File: src/hw/rtl/voa_pkg.sv
// ----------------------------------------------------------------------------
// voa_pkg
// Shared types and constants for the voxel occupancy accumulator.
// ----------------------------------------------------------------------------
`default_nettype none

package voa_pkg;

   localparam int GRID_CELLS  = 65536;
   localparam int GRID_AW     = $clog2(GRID_CELLS);
   localparam int QUEUE_DEPTH = 4096;
   localparam int QUEUE_AW    = $clog2(QUEUE_DEPTH);
   localparam int PEND_W      = QUEUE_AW + 1;
   localparam int COUNT_WIDTH = 32;
   localparam int TOTAL_W     = 48;
   localparam int CFG_W       = 17;
   localparam int COORD_W     = 16;
   localparam int PROD_W      = 32;
   localparam int SUM_W       = PROD_W + 1;
   localparam int DIST_W      = 13;
   localparam int CMDQ_DEPTH  = 4;
   localparam int CMDQ_AW     = $clog2(CMDQ_DEPTH);
   localparam int CSR_AW      = 4;

   localparam logic [TOTAL_W-1:0]     TOTAL_MAX = {TOTAL_W{1'b1}};
   localparam logic [COUNT_WIDTH-1:0] COUNT_MAX = {COUNT_WIDTH{1'b1}};

   // request kinds on req_tuser
   localparam logic [1:0] REQ_MARK   = 2'd0;
   localparam logic [1:0] REQ_CLOSE  = 2'd1;
   localparam logic [1:0] REQ_READ   = 2'd2;
   localparam logic [1:0] REQ_UNUSED = 2'd3;

   // result status codes on rsp_tuser
   localparam logic [2:0] STS_NEW   = 3'd0;
   localparam logic [2:0] STS_DUP   = 3'd1;
   localparam logic [2:0] STS_NEG   = 3'd2;
   localparam logic [2:0] STS_OUT   = 3'd3;
   localparam logic [2:0] STS_FULL  = 3'd4;
   localparam logic [2:0] STS_CLOSE = 3'd5;
   localparam logic [2:0] STS_EMPTY = 3'd6;
   localparam logic [2:0] STS_READ  = 3'd7;

   // register indexes
   localparam logic [1:0] CSR_CELLS = 2'd0;
   localparam logic [1:0] CSR_LINE  = 2'd1;
   localparam logic [1:0] CSR_PLANE = 2'd2;

   typedef enum logic [2:0] {
      CMD_MARK,
      CMD_NEG,
      CMD_OUT,
      CMD_CLOSE,
      CMD_READ
   } cmd_kind_type;

   typedef struct packed {
      cmd_kind_type         kind;
      logic [GRID_AW-1:0]   index;
   } cmd_type;

   typedef struct packed {
      logic [2:0]             status;
      logic [15:0]            index;
      logic [31:0]            count;
      logic [DIST_W-1:0]      distinct;
      logic [TOTAL_W-1:0]     total;
   } rsp_type;

   typedef struct packed {
      logic clearing;
      logic idle;
   } back_stat_type;

endpackage

`default_nettype wire

File: src/hw/rtl/voa_cmd_fifo.sv
// ----------------------------------------------------------------------------
// voa_cmd_fifo
// Short command queue between the classifying front end and the back end.
// ----------------------------------------------------------------------------
`default_nettype none

module voa_cmd_fifo (
   input  logic             clock,
   input  logic             reset,
   input  logic             push,
   input  voa_pkg::cmd_type push_cmd,
   input  logic             pop,
   output voa_pkg::cmd_type head,
   output logic             full,
   output logic             empty
);

   voa_pkg::cmd_type             mem [voa_pkg::CMDQ_DEPTH];
   logic [voa_pkg::CMDQ_AW-1:0]  wr_ff, wr_in;
   logic [voa_pkg::CMDQ_AW-1:0]  rd_ff, rd_in;
   logic [voa_pkg::CMDQ_AW:0]    cnt_ff, cnt_in;
   logic                         do_push, do_pop;

   assign full    = (cnt_ff == (voa_pkg::CMDQ_AW+1)'(voa_pkg::CMDQ_DEPTH));
   assign empty   = (cnt_ff == '0);
   assign do_push = push && !full;
   assign do_pop  = pop && !empty;
   assign head    = mem[rd_ff];

   always_comb begin
      wr_in  = do_push ? wr_ff + 1'b1 : wr_ff;
      rd_in  = do_pop ? rd_ff + 1'b1 : rd_ff;
      cnt_in = cnt_ff;
      if (do_push && !do_pop) begin
         cnt_in = cnt_ff + 1'b1;
      end else if (do_pop && !do_push) begin
         cnt_in = cnt_ff - 1'b1;
      end
   end

   always_ff @(posedge clock) begin
      if (do_push) begin
         mem[wr_ff] <= push_cmd;
      end
   end

   always_ff @(posedge clock) begin
      if (reset) begin
         wr_ff  <= '0;
         rd_ff  <= '0;
         cnt_ff <= '0;
      end else begin
         wr_ff  <= wr_in;
         rd_ff  <= rd_in;
         cnt_ff <= cnt_in;
      end
   end

endmodule

`default_nettype wire

File: config.mk
export PLATFORM = sky130hd
export DESIGN_NAME = voa_cmd_fifo
export DESIGN_NICKNAME = d
export VERILOG_FILES = /design/src/hw/rtl/voa_pkg.sv /design/src/hw/rtl/voa_cmd_fifo.sv
export SDC_FILE = /design/constraint.sdc
export NUM_CORES = 1
export LEC_CHECK = 0
export BUFFER_PORTS_ARGS = -buffer_cell sky130_fd_sc_hd__buf_2
export CORE_AREA = 10 10 87 89
export CTS_CLUSTER_DIAMETER = 100
export CTS_CLUSTER_SIZE = 10
export DETAILED_ROUTE_END_ITERATION = 7
export DIE_AREA = 0 0 97 99
export GPL_ROUTABILITY_DRIVEN = 0
export HOLD_SLACK_MARGIN = 0.06
export PLACE_DENSITY = 0.88
export SYNTH_ARGS = -nofsm -noshare
export SYNTH_HDL_FRONTEND = slang
export SYNTH_SLANG_ARGS = --single-unit
File: constraint.sdc
create_clock -name clock -period 2.5 [get_ports clock]
set_input_delay 0.5 -clock clock [delete_from_list [all_inputs] [get_ports clock]]
set_output_delay 0.5 -clock clock [all_outputs]
set_load 0.05 [all_outputs]
Word level (Yosys, flattened, before mapping)
Memory sizes are Yosys's and may differ from the RTL's. A register that Yosys moved wholly into a read port is not among the register bits.
Cells that the tools add are included.
- register bits after elaboration: 7
- memory bits (writable): 76
- input bits: 23
- output and inout port bits: 21
- word-level logic and storage cells: 25
- memories kept: 1
- add/sub/neg operators: 4
- eq/ne operators: 1
- muxes and demuxes: 6
- reduce and logical (&&, ||, !) cells: 10
- memory list (name ; depth ; bits a word ; read ports ; clocked after memory_dff ; wr ports ; line ; text):
    mem ; 4 ; 19 ; 1 ; 1 ; 1 ; voa_cmd_fifo.sv:18 ; voa_pkg::cmd_type mem [voa_pkg::CMDQ_DEPTH];
- operators with widths (operator ; count):
    $mux 3 ; 2
    $add 2x1->2 const B ; 2
    $logic_and 1x1->1 ; 4
    $logic_not 1->1 ; 4
    $mux 2 ; 2
    $add 3x1->3 const B ; 1
    $eq 3x3->1 const B ; 1
    $logic_not 3->1 ; 1
    $sub 3x1->3 const B ; 1
    $mux 1 ; 2
    $reduce_bool 2->1 ; 1

Longest topological paths before layout
- word-level depth: 7
- depth in mapped cells: 8
- gate-level depth less buffers: 8

Worst setup path before layout
No wires, ideal clock.
- path type: register -> register
- start point: register cnt_ff[2] (netlist name)
- end point: register cnt_ff[2] (netlist name)
- setup time: 70 ps
- data arrival time: 2253 ps
- required time: 2430 ps
- path slack: 177 ps
- cell stages (with the launch flop): 9
- path buffers: 0
- clock period less this slack: 2323 ps
- cell sequence: dfxtp_1 nor3b_2 nor2_2 ha_1 inv_1 fa_1 xor2_1 or3_1 a21oi_1
- longest elaborated chain between the ends: 6
- elaborated cells on any way between the ends: 15
- those cells by class: add/sub (2); eq/ne (1); mux (2); reduce/logical (10)
- ends and longest elaborated chain (item ; line ; text):
    start, declared ; voa_cmd_fifo.sv:21 ; logic [voa_pkg::CMDQ_AW:0] cnt_ff, cnt_in;
    start signal, assigned ; voa_cmd_fifo.sv:55 ; cnt_ff <= cnt_in;
    $eq 3x3->1 * ; voa_cmd_fifo.sv:24 ; assign full = (cnt_ff == (voa_pkg::CMDQ_AW+1)'(voa_pkg::CMDQ_DEPTH));
    net full ; voa_cmd_fifo.sv:14 ; output logic full,
    $logic_not 1->1 * ; voa_cmd_fifo.sv:26 ; assign do_push = push && !full;
    $logic_and 1x1->1 * ; voa_cmd_fifo.sv:26 ;
    net do_push ; voa_cmd_fifo.sv:22 ; logic do_push, do_pop;
    $logic_not 1->1 ; voa_cmd_fifo.sv:36 ; end else if (do_pop && !do_push) begin
    $logic_and 1x1->1 ; voa_cmd_fifo.sv:36 ;
    $reduce_bool 2->1 (no source line) ; - ;
Mark *: on every way through the listed nets, which the timed path passes. The rest lies on a longest branch. The select of a mux whose other input is x is not followed.
A chain may end at the register's enable or synchronous reset.

==> metrics.txt <==
Hold WS=0.377 ns; Post-Syn Instances=147; crit-path max cell delay=0.53 ns; dominant synthesized flop cell=edfxtp_1; Post-Syn Area=0.00322 mm^2; vias post-DR=1,491; Power Dens Cells=1070 mW/mm^2; RSZ-0062 raised after global routing=no; status=complete, no violations; P_leak=1.29 nW; CP required=2.00 ns; Final setup viols=0; Critical-path top delay cell=mux4_2; Mean Syn Cell Area=21.9 um^2; worst-skew pair later-pin latency=0.34 ns; Async S/R FF share, synth=0%; CTS max path bufs=2; Area Growth Syn to Fin=15.0%; post-CTS setup buffers=0; CTS clk-pin slew, worst paths=0.07 ns; # fillers=417; vias in the first global route=1,679; Place WS=0.321 ns; register area share after synthesis=76.4%; Synth warnings=0; TritonCTS buffer count=9; Setup CP Type=reg2out; placed cell count=266; Hold WC Path Type=in2reg; GRT Util Overall=11.4%; DRT Wirelength=5.34 mm; CTS tree=yes; worst-path fanout max=19; Starting Density=55.1%; Relative slew margins=81.0%; dpl hpwl=3.60 mm; Die ar.=0.00960 mm^2; synth unique cells=23; I/O Pins=44; crit end category=output port; Hold Vio Cnt, Final=0; maximum number of pins on one net before global-route repair=20; first-pass GRT wire length=8.48 mm; CTS root buffer=clkbuf_8; # DRC=0; Post-synth EDFFs=76; post-cts sizing count=0; Port Buffers=43; total negative slack=0 ns; initial antenna violation count=0; final clock skew=0.00637 ns; Final period util=86.7%; Hold Buf Count CTS=0; crit path time final=2.17 ns; FP Rows=28; layout cells sized above 1=40.6%; Worst VDD drop=0.668 mV; Max-cap violations=0; vias per inst=5.29; final std cells w/o fill=282; setup ws final=0.333 ns; post-layout instance area=0.00370 mm^2; die height=99 um; Wirelength per Cell=18.9 um; Max Freq=0.461 GHz; antenna cells=0; Area after DPL=0.00354 mm^2; layout net count=231; CP Cell Sequence=buf_12, mux4_2, buf_2; startpoint types=flop; Mapped Nets=176; register bit total from synthesis=85; Worst-Margin Slew=0.281 ns; clock sink count=85; aggregate global routing overflow=0; Slew Viols, Final=0; Core Util, Final=63.3%; depth of the CTS H-tree=3; DRT iter0 DRCs=46; CP arrival=1.67 ns; floorplan core area=0.00585 mm^2; die width=97 um; DR pass1 iterations=4; CP top delay family=multiplexers; total chip power=3.98 mW; Post-DRT Antenna Nets=0; Buf/Inv on CP=2
## synth_stat cells (4+ instances only)
cell	instances	share of area, %
mux4_2	19	13
ha_1	5	1.9
dfxtp_1	9	5.6
and2_1	4	0.78
inv_1	4	0.47
edfxtp_1	76	71
nor2_1	5	0.58
xor2_1	4	1.1
## final cells by class
class | instances | area [um^2] | share of cell area (%)
timing repair buffer | 49 | 273 | 7.36
sequential | 85 | 2460 | 66.5
multi-input combinational | 53 | 699 | 18.9
clock inverter | 4 | 25.0 | 0.676
clock buffer | 12 | 135 | 3.65
tap | 75 | 93.8 | 2.53
inverter | 4 | 15.0 | 0.405
## worst reg2reg max path, cell delays in order (launching register included)
cell     delay, ns
dfxtp_1       0.48
nor3b_2       0.11
nor2_2        0.20
ha_1          0.22
inv_1         0.06
fa_1          0.37
xor2_1        0.17
or3_1         0.30
a21oi_1       0.13
## metal layers
metal	wire [um]	global-route usage, %
met5	0	0
met4	80	6.02
met3	364	4.40
met2	2780	19.4
met1	2120	12.1
## worst paths after layout
check,slack [ns],depth (start not counted),start,to
worst max-delay path,0.33,3,flop,head[17]
worst min-delay path,0.38,1,push_cmd[3],mem[2][3]
worst max register to register,0.39,8,cnt_ff[0],cnt_ff[2]
worst min register to register,0.52,2,wr_ff[1],wr_ff[1]
## cell families after synthesis
logic type	after synthesis	synth area share, %
AO/OA/AOI/OAI	6	1.28
XOR/XNOR	4	1.09
adder cells (fa/ha/maj)	6	2.56
buffers and inverters	9	1.86
flip-flops	85	76.4
multiplexers	21	13.9
AND/OR/NAND/NOR	16	2.87
## power by group
group	internal, mW	switching, mW	total [mW]
combinational	0.467	0.939	1.41
sequential	1.71	0.0750	1.79
clock	0.358	0.423	0.782
## flip-flops by register name (all words and copies together), names as in the netlist, named ones only
name    cells
mem        76
cnt_ff      3
rd_ff       2
wr_ff       2
## layout by cell type, fill, tap and decap left out, types with 2 or more instances in the layout
cell type and count:
dfxtp_1 9, buf_4 5, xor2_1 4, nand2b_1 2
buf_2 43, clkinv_2 2, clkbuf_1 3, a21oi_1 2
o21ai_0 2, ha_1 5, or3_1 2, and2_1 4
mux4_2 19, inv_1 4, edfxtp_1 76, mux2i_1 2
clkbuf_8 9, nor2_1 5, clkinvlp_4 2
Note: power is estimated with default switching activity, not from simulation.
