===== config.mk =====
export PLATFORM = sky130hd
export DESIGN_NAME = voa_front
export DESIGN_NICKNAME = d
export VERILOG_FILES = /design/src/hw/rtl/voa_pkg.sv /design/src/hw/rtl/voa_front.sv
export SDC_FILE = /design/constraint.sdc
export NUM_CORES = 1
export LEC_CHECK = 0
export ABC_AREA = 1
export ABC_CLOCK_PERIOD_IN_PS = 16250
export BUFFER_PORTS_ARGS = -buffer_cell sky130_fd_sc_hd__buf_2
export CAP_MARGIN = 20
export CELL_PAD_IN_SITES_DETAIL_PLACEMENT = 1
export CELL_PAD_IN_SITES_GLOBAL_PLACEMENT = 1
export CORE_MARGIN = 4
export CORE_UTILIZATION = 52
export DETAILED_ROUTE_END_ITERATION = 12
export MAX_ROUTING_LAYER = met4
export PLACE_DENSITY = 0.94
export SYNTH_ARGS = -nofsm -noshare
export SYNTH_HDL_FRONTEND = slang
export SYNTH_SLANG_ARGS = --single-unit

===== constraint.sdc =====
create_clock -name clock -period 16.25 [get_ports clock]
set_clock_uncertainty 0.2 [all_clocks]
set_input_delay 3.25 -clock clock [delete_from_list [all_inputs] [get_ports clock]]
set_output_delay 3.25 -clock clock [all_outputs]
set_load 0.02 [all_outputs]

===== src/hw/rtl/voa_pkg.sv =====
// ----------------------------------------------------------------------------
// voa_pkg
// Shared types and constants for the voxel occupancy accumulator.
// ----------------------------------------------------------------------------
`default_nettype none

package voa_pkg;

   localparam int GRID_CELLS  = 65536;
   localparam int GRID_AW     = $clog2(GRID_CELLS);
   localparam int QUEUE_DEPTH = 4096;
   localparam int QUEUE_AW    = $clog2(QUEUE_DEPTH);
   localparam int PEND_W      = QUEUE_AW + 1;
   localparam int COUNT_WIDTH = 32;
   localparam int TOTAL_W     = 48;
   localparam int CFG_W       = 17;
   localparam int COORD_W     = 16;
   localparam int PROD_W      = 32;
   localparam int SUM_W       = PROD_W + 1;
   localparam int DIST_W      = 13;
   localparam int CMDQ_DEPTH  = 4;
   localparam int CMDQ_AW     = $clog2(CMDQ_DEPTH);
   localparam int CSR_AW      = 4;

   localparam logic [TOTAL_W-1:0]     TOTAL_MAX = {TOTAL_W{1'b1}};
   localparam logic [COUNT_WIDTH-1:0] COUNT_MAX = {COUNT_WIDTH{1'b1}};

   // request kinds on req_tuser
   localparam logic [1:0] REQ_MARK   = 2'd0;
   localparam logic [1:0] REQ_CLOSE  = 2'd1;
   localparam logic [1:0] REQ_READ   = 2'd2;
   localparam logic [1:0] REQ_UNUSED = 2'd3;

   // result status codes on rsp_tuser
   localparam logic [2:0] STS_NEW   = 3'd0;
   localparam logic [2:0] STS_DUP   = 3'd1;
   localparam logic [2:0] STS_NEG   = 3'd2;
   localparam logic [2:0] STS_OUT   = 3'd3;
   localparam logic [2:0] STS_FULL  = 3'd4;
   localparam logic [2:0] STS_CLOSE = 3'd5;
   localparam logic [2:0] STS_EMPTY = 3'd6;
   localparam logic [2:0] STS_READ  = 3'd7;

   // register indexes
   localparam logic [1:0] CSR_CELLS = 2'd0;
   localparam logic [1:0] CSR_LINE  = 2'd1;
   localparam logic [1:0] CSR_PLANE = 2'd2;

   typedef enum logic [2:0] {
      CMD_MARK,
      CMD_NEG,
      CMD_OUT,
      CMD_CLOSE,
      CMD_READ
   } cmd_kind_type;

   typedef struct packed {
      cmd_kind_type         kind;
      logic [GRID_AW-1:0]   index;
   } cmd_type;

   typedef struct packed {
      logic [2:0]             status;
      logic [15:0]            index;
      logic [31:0]            count;
      logic [DIST_W-1:0]      distinct;
      logic [TOTAL_W-1:0]     total;
   } rsp_type;

   typedef struct packed {
      logic clearing;
      logic idle;
   } back_stat_type;

endpackage

`default_nettype wire


===== src/hw/rtl/voa_front.sv =====
// ----------------------------------------------------------------------------
// voa_front
// Accepts requests, computes the linear index and classifies marks.
// ----------------------------------------------------------------------------
`default_nettype none

module voa_front (
   input  logic                        clock,
   input  logic                        reset,
   input  logic                        req_tvalid,
   output logic                        req_tready,
   input  logic [63:0]                 req_tdata,
   input  logic [1:0]                  req_tuser,
   input  logic [voa_pkg::CFG_W-1:0]   cells_in_use,
   input  logic [voa_pkg::CFG_W-1:0]   line_stride,
   input  logic [voa_pkg::CFG_W-1:0]   plane_stride,
   input  voa_pkg::back_stat_type      stat,
   input  logic                        fifo_full,
   output logic                        push,
   output voa_pkg::cmd_type            push_cmd
);

   typedef enum logic [1:0] {F_IDLE, F_MUL, F_SUM} fstate_type;

   fstate_type                          state_ff, state_in;
   logic [1:0]                          type_ff, type_in;
   logic [voa_pkg::COORD_W-1:0]         u_ff, u_in, v_ff, v_in, t_ff, t_in, ri_ff, ri_in;
   logic [voa_pkg::PROD_W-1:0]          pu_ff, pu_in, pv_ff, pv_in;
   logic                                neg_ff, neg_in;
   logic [voa_pkg::SUM_W-1:0]           sum;
   logic [voa_pkg::CFG_W-1:0]           limit;
   logic                                outside;

   assign req_tready = (state_ff == F_IDLE) && !stat.clearing;

   assign limit = (cells_in_use < voa_pkg::CFG_W'(voa_pkg::GRID_CELLS)) ?
                  cells_in_use : voa_pkg::CFG_W'(voa_pkg::GRID_CELLS);
   assign sum = voa_pkg::SUM_W'(pu_ff) + voa_pkg::SUM_W'(pv_ff)
              + voa_pkg::SUM_W'(t_ff[voa_pkg::COORD_W-2:0]);
   assign outside = (sum >= voa_pkg::SUM_W'(limit));

   always_comb begin
      state_in = state_ff;
      type_in  = type_ff;
      u_in     = u_ff;
      v_in     = v_ff;
      t_in     = t_ff;
      ri_in    = ri_ff;
      pu_in    = pu_ff;
      pv_in    = pv_ff;
      neg_in   = neg_ff;
      push     = 1'b0;
      push_cmd = '{kind: voa_pkg::CMD_CLOSE, index: '0};
      unique case (state_ff)
         F_IDLE: begin
            if (req_tvalid && req_tready) begin
               type_in  = req_tuser;
               u_in     = req_tdata[15:0];
               v_in     = req_tdata[31:16];
               t_in     = req_tdata[47:32];
               ri_in    = req_tdata[63:48];
               state_in = F_MUL;
            end
         end
         F_MUL: begin
            // coordinates are only used when non-negative, so 15 bits suffice
            pu_in  = voa_pkg::PROD_W'(u_ff[voa_pkg::COORD_W-2:0]) *
                     voa_pkg::PROD_W'(plane_stride);
            pv_in  = voa_pkg::PROD_W'(v_ff[voa_pkg::COORD_W-2:0]) *
                     voa_pkg::PROD_W'(line_stride);
            neg_in = u_ff[voa_pkg::COORD_W-1] | v_ff[voa_pkg::COORD_W-1] |
                     t_ff[voa_pkg::COORD_W-1];
            if (type_ff == voa_pkg::REQ_MARK || type_ff == voa_pkg::REQ_CLOSE ||
                type_ff == voa_pkg::REQ_READ) begin
               state_in = F_SUM;
            end else begin
               state_in = F_IDLE;
            end
         end
         F_SUM: begin
            case (type_ff)
               voa_pkg::REQ_MARK: begin
                  push_cmd.index = sum[voa_pkg::GRID_AW-1:0];
                  if (neg_ff) begin
                     push_cmd.kind = voa_pkg::CMD_NEG;
                  end else if (outside) begin
                     push_cmd.kind = voa_pkg::CMD_OUT;
                  end else begin
                     push_cmd.kind = voa_pkg::CMD_MARK;
                  end
               end
               voa_pkg::REQ_READ: begin
                  push_cmd.kind  = voa_pkg::CMD_READ;
                  push_cmd.index = ri_ff;
               end
               default: begin
                  push_cmd.kind = voa_pkg::CMD_CLOSE;
               end
            endcase
            if (!fifo_full) begin
               push     = 1'b1;
               state_in = F_IDLE;
            end
         end
         default: state_in = F_IDLE;
      endcase
   end

   always_ff @(posedge clock) begin
      if (reset) begin
         state_ff <= F_IDLE;
      end else begin
         state_ff <= state_in;
      end
      type_ff <= type_in;
      u_ff    <= u_in;
      v_ff    <= v_in;
      t_ff    <= t_in;
      ri_ff   <= ri_in;
      pu_ff   <= pu_in;
      pv_ff   <= pv_in;
      neg_ff  <= neg_in;
   end

endmodule

`default_nettype wire


# Word level (Yosys, flattened, before mapping)
# Cells that the tools add are included.
# totals
input_bits,123
regBits,133
out_inout_bits,21
# classes
n_mux,12
n_reduce_logical,9
n_eq_ne,6
multipliers,2
magnitude_cmp,2
bitwise,2
add_sub_neg,2
# op_table
op,n
multiplier 15 x 17 -> 32 bit,2
adder 32 x 32 -> 33 bit,1
adder 33 x 15 -> 33 bit,1
greater-or-equal comparator 33 x 17 -> 1 bit,1
case mux 16 bit (2 select lines),1
two-way mux 19 bit,1
< comparator 17 bit (second input constant),1
two-way mux 17 bit,1
two-way mux 2 bit,4
case mux 2 bit (3 select lines),1
case mux 3 bit (2 select lines),1
== test 2 x 1 -> 1 bit (second input constant),2
== test 2 bit (second input constant),2
zero test 2 bit,2
AND reduction 2 bit,2
two-way mux 3 bit,1
logical AND 1 bit,2
logical OR 1 bit,2
two-way mux 1 bit,2
!= test 2 x 1 -> 1 bit (second input constant),1
!= test 2 bit (second input constant),1
bitwise OR 1 bit,2
zero test 1 bit,1

# Longest topological paths before layout
# depth
depth_word,7
mapped_depth,28
ltp_nobuf,26

# Worst setup path before layout
# OpenSTA, ideal clock, no wires.
# synth_path
path_kind,input-to-output
start,input cells_in_use[16] in the netlist's numbering
end,output push_cmd[17] in the netlist's numbering
t_arrival_ns,5.032
slack_ns,7.768
n_path_buf,1
path_stages,18
path_cell_list,inv_1 > buf_1 > nand2_1 > ha_1 > nand2_1 > inv_1 > o21ai_0 > nand2_1 > a21oi_1 > nand2_1 > nor2_1 > nand2_1 > nor2_1 > nand2_1 > nor2_1 > nand3_1 > nand2_1 > nand2_1
# synth_rtl
element,line,text
"start, declared",voa_front.sv:14,"input logic [voa_pkg::CFG_W-1:0] cells_in_use,"
"end, declared",voa_front.sv:20,output voa_pkg::cmd_type push_cmd

==> reports/results.ini <==
[status]
status = finished clean

[timing]
post-route-min-period_ps = 9290
rsz0062_at_grt = false
drv_slew = 0
slew_headroom_pct = 28.2
fmax_mhz = 108
setup_violations = 0
hold_violations = 0
worst_pin_slew_ps = 1070
tns_ps = 0
fin_crit_sh_pct = 57.2

[final_layout]
design_area_um2 = 26700
syn2layout_area_growth_pct = 6.71
finish.net_count = 3992
drive_gt1_share_pct = 6.11
nFillCells = 5925

[clocking]
cts_resized = 0
cts_root_buf = clkbuf_16
cts_buffer_depth = 2
cts_hold_buf = 0
cts.sinks = 133
numCtsBuffers = 17
h-tree-depth = 4
cts_tree = done
clkTransAtPathRegs_ps = 60
cts_setup_buffers = 0
clock_latency_ps = 500

[min_path]
whs_path_depth = 1
hold_class = reg2reg
worstHoldEndpoint = neg_ff
min_from = t_ff[15]

[yosys]
async_flop_share_pct = 0
synth.most_common_cell = inv_1
synth_top_family_by_area = adder cells
avgSynthCellArea_um2 = 7.96
synth-compound-area-share_pct = 4.29
synthAdderAreaFrac_pct = 45.0
synth_edf_count = 131
yosysUniqueCellTypes = 39
netlist_top_cells_area = fa_1 32%, edfxtp_1 16%, inv_1 14%
synth-xor-area-share_pct = 2.59
yosys.area.top_type = fa_1
synth_top_flop_cell = edfxtp_1
synth_area_um2 = 25000
synthMuxAreaShare_pct = 0
ys_seq_area_share_pct = 15.9
synth_seq_cells = 133
synth_nets = 3927
synthesis.instances = 3145
yosysWarnings = 0
synth.top_cells.by_count = 932 x inv_1, 878 x nand2_1, 402 x fa_1, 257 x ha_1, 131 x edfxtp_1
yosys.area.top_type_share_pct = 32.1
synth-simple-area-share_pct = 16.8

[setup_path]
cp_num_buf_inv = 3
r2r-end = pv_ff[28]
cp-start-kind = input pin
r2r_setup_slack_ps = 9370
critical-path-top-delay-family = simple AND/OR/NAND/NOR gates
timing.critical_path.mode_cell = nand2_1
path_class = in2out
r2r_start = v_ff[6]
cp_cell_sequence = buf_2 > inv_1 > nand2_1 > ha_1 > nand2_1 > nor2_1 > nand2_1 > nand3_1 > nand2_1 > nand2_1 > nand2_1 > nand2_1 > nor2_1 > nand2_1 > nor2_1 > nand2_1 > nor2_1 > nand3_1 > nand2_1 > nand2_1 > buf_2
cp.arrival_ps = 5840
cp_data_required_time_ps = 12800
critPathMaxStageDelay_ps = 370
worstRegToRegCells = 17
cp_slowest_cell = inv_1
cp-end-kind = output port
cp_max_fo = 16
worst-path-stages = 21

[grt]
grt_use_total_pct = 34.6
grt_max_degree = 67
grt_pass1_wl_um = 133000
grt_pass1_vias = 25600
gr-total-overflow = 0
antenna_found_initial = 1

[die]
num_rows = 80
start_util_pct = 52.6
pin_count = 144
fp.dieW_um = 227
dieArea_um2 = 51700
core-area_um2 = 47600
dieHeight_um = 227

[run]
cap_viol_max_count = 0

[route]
drt_first_pass_iters = 5
detail_route.iter0.violations = 1298
vias = 21400
drc = 0
viasPerCell = 5.57
drtAntennaViolNets = 0
routedWlPerCell_um = 22.0
wl_um = 84400

[placed_design]
port_buffers = 142
dpl-instance-area_um2 = 26200
dpl.hpwl_um = 68500
place_congestion = 0.912

## metal layers
| metal | part of all wire [%] | track usage, % | vias to the layer above |
|---|---|---|---|
| li1 | - | - | 9313 |
| met2 | 52 | 60.8 | 957 |
| met4 | 6.7 | 22.3 | 0 |
| met5 | 0 | - | - |
| met1 | 36 | 36.0 | 10700 |
| met3 | 5.9 | 5.47 | 384 |
## per-stage QoR
step | hold WS, ps | setup slack [ps] | instances | utilization [%]
global route | 352 | 6760 | 3838 | 56.1
global placement | 306 | 7080 | 3806 | 54.9
detailed placement | 313 | 6800 | 3806 | 54.9
floorplan | 275 | 7770 | 3145 | -
finish | 324 | 6960 | 3839 | 56.1
CTS | 328 | 7030 | 3837 | 56.1
## worst max-delay path by stage
stage / startpoint / to / slack [ps]
after floorplan: cells_in_use[16] / push_cmd[17] / 7770
after global placement: line_stride[12] / pv_ff[28] / 7080
after detailed placement: line_stride[7] / pv_ff[28] / 6800
after CTS: cells_in_use[16] / push_cmd[17] / 7030
after global routing: cells_in_use[16] / push_cmd[17] / 6760
final: cells_in_use[16] / push_cmd[17] / 6960
## registers in the layout (all words and copies together) (netlist names)
name      flops
v_ff         16
pu_ff        32
pv_ff        32
neg_ff        1
state_ff      2
ri_ff        16
t_ff         16
u_ff         16
type_ff       2
## cells in the final DEF (no fill, tap or decap), drive strengths merged
| master | n |
|---|---|
| xor2 | 50 |
| fa | 402 |
| bufinv | 1 |
| nand4 | 10 |
| o21bai | 6 |
| diode | 2 |
| nor2 | 91 |
| a211oi | 1 |
| o21a | 5 |
| o31ai | 1 |
| a32o | 12 |
| edfxtp | 131 |
| or3 | 1 |
| nand2 | 888 |
| nand3b | 6 |
| a221o | 1 |
| clkinvlp | 4 |
| dfxtp | 2 |
| o211ai | 6 |
| o21ai | 36 |
| nor3b | 2 |
| a31oi | 5 |
| nor3 | 12 |
| a21boi | 3 |
| buf | 144 |
| inv | 932 |
| clkinv | 8 |
| clkbuf | 18 |
| a21oi | 103 |
| xnor2 | 24 |
| ha | 257 |
| a21o | 4 |
| nand3 | 49 |
| nor4 | 7 |
## logic make-up after synthesis
logic type / count (synthesis)
DFF: 133
buffers and inverters: 1030
and+or+nand+nor: 1066
AOI/OAI and AO/OA: 183
xor gates and xnor gates: 74
adders and majority gates: 659
## area by class of cell
type / instances / area, um^2 / share of cell area, %
Inverter: 932 / 3500 / 13.1
Timing Repair Buffer: 144 / 726 / 2.72
Clock buffer: 18 / 429 / 1.61
Sequential cell: 133 / 3970 / 14.9
Clock inverter: 13 / 110 / 0.412
Multi-Input combinational cell: 1982 / 17200 / 64.4
Tap cell: 615 / 769 / 2.88
Antenna cell: 2 / 5.00 / 0.0187
Power is not shown: default switching activity piles up to over one toggle a cycle in this logic, so the estimate is an artifact.
